--- config.mk ---
export PLATFORM = sky130hd
export DESIGN_NAME = cbc_div_cell
export DESIGN_NICKNAME = d
export VERILOG_FILES = /design/src/sv/cbc_pkg.sv /design/src/sv/cbc_div_cell.sv
export SDC_FILE = /design/constraint.sdc
export NUM_CORES = 1
export LEC_CHECK = 0
export ABC_AREA = 1
export BUFFER_PORTS_ARGS = -buffer_cell sky130_fd_sc_hd__clkbuf_2
export CORE_ASPECT_RATIO = 0.75
export CORE_MARGIN = 2
export CORE_UTILIZATION = 40
export CTS_CLUSTER_SIZE = 24
export DETAILED_ROUTE_END_ITERATION = 10
export GPL_ROUTABILITY_DRIVEN = 0
export HOLD_SLACK_MARGIN = 0.08
export PLACE_DENSITY = 0.73
export SKIP_CTS_REPAIR_TIMING = 1
export SLEW_MARGIN = 20
export SYNTH_ARGS = -nofsm -noshare
export SYNTH_HDL_FRONTEND = slang
export SYNTH_SLANG_ARGS = --single-unit
--- constraint.sdc ---
create_clock -name i_clk -period 8.2 [get_ports i_clk]
set_clock_uncertainty 0.05 [all_clocks]
set_input_delay 1.64 -clock i_clk [delete_from_list [all_inputs] [get_ports i_clk]]
set_output_delay 1.64 -clock i_clk [all_outputs]
set_load 0.02 [all_outputs]
--- src/sv/cbc_pkg.sv ---
// Types, constants and helper functions of the barycentric coordinate block.
`timescale 1ns / 1ps
package cbc_pkg;

    localparam int FRAC_BITS = 16;
    localparam int WORD_W    = 32;
    localparam int NUM_W     = WORD_W + FRAC_BITS;
    localparam int ADDR_W    = 3;

    localparam logic [WORD_W-1:0] FX_ONE = WORD_W'(1) << FRAC_BITS;

    localparam logic [0:0] REG_SPATIAL_MODE = 1'b0;
    localparam logic       MODE_SPATIAL_RST = 1'b1;

    typedef struct packed {
        logic signed [WORD_W-1:0] point_x;
        logic signed [WORD_W-1:0] point_y;
        logic signed [WORD_W-1:0] point_z;
        logic signed [WORD_W-1:0] corner_a_x;
        logic signed [WORD_W-1:0] corner_a_y;
        logic signed [WORD_W-1:0] corner_a_z;
        logic signed [WORD_W-1:0] corner_b_x;
        logic signed [WORD_W-1:0] corner_b_y;
        logic signed [WORD_W-1:0] corner_b_z;
        logic signed [WORD_W-1:0] corner_c_x;
        logic signed [WORD_W-1:0] corner_c_y;
        logic signed [WORD_W-1:0] corner_c_z;
    } t_in_req;

    typedef struct packed {
        logic signed [WORD_W-1:0] weight_a;
        logic signed [WORD_W-1:0] weight_b;
        logic signed [WORD_W-1:0] weight_c;
        logic                     degenerate;
    } t_out_req;

    // State handed from one divider cell to the next.
    typedef struct packed {
        logic              valid;
        logic              degen;
        logic              neg_b;
        logic              neg_c;
        logic [WORD_W-1:0] den_mag;
        logic [WORD_W-1:0] rem_b;
        logic [WORD_W-1:0] rem_c;
        logic [NUM_W-1:0]  num_b;
        logic [NUM_W-1:0]  num_c;
    } t_div_req;

    // Fixed-point product: full signed product shifted down, floor rounding.
    function automatic logic signed [WORD_W-1:0] fx_mul(
        input logic signed [WORD_W-1:0] a,
        input logic signed [WORD_W-1:0] b
    );
        logic signed [2*WORD_W-1:0] p;
        p = a * b;
        return p[FRAC_BITS+WORD_W-1:FRAC_BITS];
    endfunction

endpackage

--- src/sv/cbc_div_cell.sv ---
// One restoring division step for both weights, registered.
`timescale 1ns / 1ps
module cbc_div_cell (
    input  logic              i_clk,
    input  logic              i_rst_n,
    input  logic              i_en,
    input  cbc_pkg::t_div_req i_req,
    output cbc_pkg::t_div_req o_req
);
    import cbc_pkg::*;

    t_div_req          r_req, n_req;
    logic [WORD_W:0]   rem_b_s, rem_c_s, den_x;
    logic              bit_b, bit_c;

    always_comb begin
        n_req   = i_req;
        den_x   = {1'b0, i_req.den_mag};
        rem_b_s = {i_req.rem_b, i_req.num_b[NUM_W-1]};
        rem_c_s = {i_req.rem_c, i_req.num_c[NUM_W-1]};
        bit_b   = (rem_b_s >= den_x);
        bit_c   = (rem_c_s >= den_x);
        n_req.rem_b = bit_b ? WORD_W'(rem_b_s - den_x) : rem_b_s[WORD_W-1:0];
        n_req.rem_c = bit_c ? WORD_W'(rem_c_s - den_x) : rem_c_s[WORD_W-1:0];
        n_req.num_b = {i_req.num_b[NUM_W-2:0], bit_b};
        n_req.num_c = {i_req.num_c[NUM_W-2:0], bit_c};
    end

    always_ff @(posedge i_clk) begin
        if (!i_rst_n) begin
            r_req.valid <= 1'b0;
        end else if (i_en) begin
            r_req <= n_req;
        end
    end

    assign o_req = r_req;

endmodule

==> results.md <==
* Num CTS Buffers at 17
* Period utilization at 45.07%
* Clock power frac at 30.0%
* Pwr per Cell Area at 183.6 nW/um^2
* FF-to-FF Start: o_req[195]
* CTS root buf: clkbuf_16
* Register area share after synthesis at 47.40%
* WP data arrival at around 4.0 ns
* Reg2Reg Depth at 2
* CTS Sinks at 196
* Core ar. at 30350 um^2
* Area post-placement at 14720 um^2
* Slowest CP cell: nor2_2
* # IOs at 395
* Global-route wire length before repair at 61630 um
* Synth area leaders: edfxtp_1, nand2_1, inv_1
* Setup TNS at 0 ns
* CP Launch Type: primary input
* Min Tclk post-route at around 3.7 ns
* Post-synth net total at 1843
* Setup crit start: i_req[184]
* Seq pwr share at 43.7%
* Layout cells sized above 1 at 23.84%
* Vias/cell at 4.857
* Die W at 207.3 um
* Routed wire length at 41260 um
* Cells after synthesis at 1578
* # Max-Cap Violations at 0
* Area growth syn-to-layout at 23.59%
* Slew @ Worst Pin at 0.9417 ns
* Post-Syn Area at 12400 um^2
* DR DRC count at 0
* Clock latency on the worst-skew pair at 0.45 ns
* CTS Buffer Depth at 2
* Min-delay worst type: register to register
* Share of the synthesized area in the top cell type at 47.24%
* Final setup vio count at 0
* Largest register FFs at 196
* Most frequent cells in the layout: nand2_1, clkbuf_2, inv_1, edfxtp_1, nand3_1
* Setup ws final at 4.505 ns
* Global-route usage over all layers at 24.99%
* Initial antenna violation count at 4
* Cell family with most CP delay: simple AND/OR/NAND/NOR gates
* Most common cell after layout, fill and taps aside: nand2_1
* Crit-path max cell delay at 0.48 ns
* Status: finished, final reports clean
* Pre-antenna DRT Iters at 6
* Pre-CTS worst setup slack at a little over 4 ns
* FMAX at 270.6 MHz
* Average cell area after synthesis at 7.855 um^2
* Die ar. at 32430 um^2
* H-tree Lvls at 4
* Synth Warn # at 0
* Initial cell density of the core at 40.85%
* Yosys top cell by area: edfxtp_1
* Total grt overflow at 0
* Int Power at ~1.8 mW
* Crit path depth at 15
* Clock transition at path regs at around 0.080 ns
* Distinct cells, synth at 30
* Crit path top cell by count: nand2_1
* Crit Path Category: primary input to register
* Cell Chain, Critical Path: clkbuf_2 -> inv_1 -> ha_1 -> nand2_1 -> inv_1 -> nand2_1 -> nand2_1 -> inv_1 -> nand2_1 -> nand2_1 -> nand3_1 -> nor2_2 -> buf_4 -> nand3_1 -> nand2_1
* Relative slew slack at 37.22%
* Antenna-violating nets left at 0
* Post-DP HPWL at around 34000 um
* Max Slew Vio Count at 0
* Final Instance Area at 15320 um^2
* Peak supply drop at between 0.15 and 0.2 mV
* CTS tree: done
* Switching Fraction at 34.38%
* Net load switching power at 967.2 uW
* Initial DRC Count at 1110
* Part of the power in combinational logic at 26.2%
* Flop2flop setup slack at 7.52 ns
* Die height at between 150 and 200 um
* Vias in the first global route at 11035
* Hold violation total from the final report at 0
* RSZ-0062 raised after global routing: no
* Detailed-route via count at 11614
* Standard-cell rows at 55
* WL/cell at ~17 um
* CP endpoint: o_req[111]
* Seq cells post-synth at 196
* PortBufs at 394
* Cell leakage power at 8.331 nW
* WP buf/inv at 5
* Largest net degree at the start of global routing at 140
* Worst reg2reg endpoint: o_req[195]
* Crit. End Element: register
* Overall Power at around 2.8 mW
* Final net count at roughly 2200
* Worst Path Max Fanout at 21
* Required time worst endpoint at approximately 8.5 ns
logic make-up (layout without fill, tap and decap cells):
family	Yosys count	in the layout	synth area share, %
and+or+nand+nor	924	924	31.52
buffers and inverters	324	734	10.64
DFF	196	196	47.40
adders and majority gates	66	66	6.783
AOI/OAI and AO/OA	40	40	1.676
xor gates and xnor gates	28	28	1.978
other	0	4	0
cell usage after synthesis:
cell,count
ha_1,64
xnor2_1,2
clkbuf_8,2
nor2_2,8
o21ai_0,1
fa_1,2
nor3_4,2
nor3_1,21
nand2_2,17
buf_6,8
a21o_1,2
nor2_4,1
and2_1,8
xor2_1,26
nand4_1,9
nor2_1,76
nand2_1,652
nand3_1,110
a21oi_1,36
dfxtp_1,1
inv_2,2
nand4_4,2
buf_2,6
buf_4,1
nand3_2,14
o21bai_1,1
edfxtp_1,195
inv_1,304
nand3b_1,4
buf_8,1
worst reg2reg max path, cell delays in order (launching register included):
cell,delay (ns)
dfxtp_1,0.32
o21ai_0,0.16
a21oi_1,0.05
per-layer routing:
layer | part of all wire (%) | global-route usage, %
met5 | 0 | 0
met4 | 2.2 | 8.163
met3 | 7.8 | 6.321
met2 | 46 | 39.59
met1 | 44 | 33.59
power groups by stage:
stage	logic, mW	clock network, mW	registers, mW
CTS	0.732	0.864	1.23
detailed placement	0.729	0	1.25
finish	0.738	0.845	1.23
floorplan	0.378	0	1.35
global placement	0.718	0	1.25
global route	0.817	0.896	1.24
stage by stage:
stage | util (%) | instances | hold WS (ns)
2_1_floorplan | - | 1578 | 0.5555
3_3_place_gp | 48.52 | 2355 | 0.4726
3_5_place_dp | 48.52 | 2355 | 0.4962
4_1_cts | 50.45 | 2387 | 0.5145
5_1_grt | 50.47 | 2390 | 0.5681
6_report | 50.48 | 2391 | 0.5070
final cells by class:
class | count | area (um^2)
diodes | 4 | 10.01
repair buffers | 396 | 1987
multi-input cells | 1058 | 5206
clock inverters | 15 | 160.2
well taps | 399 | 499.2
flip-flops and latches | 196 | 5876
fillers | 2943 | 15030
clock buffers | 17 | 425.4
inverters | 306 | 1156
worst min path at each step:
stage                     from          to  depth (start not counted)
floorplan           o_req[195]  o_req[195]                          2
global placement    o_req[195]  o_req[195]                          2
detailed placement  o_req[195]  o_req[195]                          2
CTS                 o_req[195]  o_req[195]                          2
global route        o_req[195]  o_req[195]                          2
finish              o_req[195]  o_req[195]                          2
Note: power is estimated with default switching activity, not from simulation.
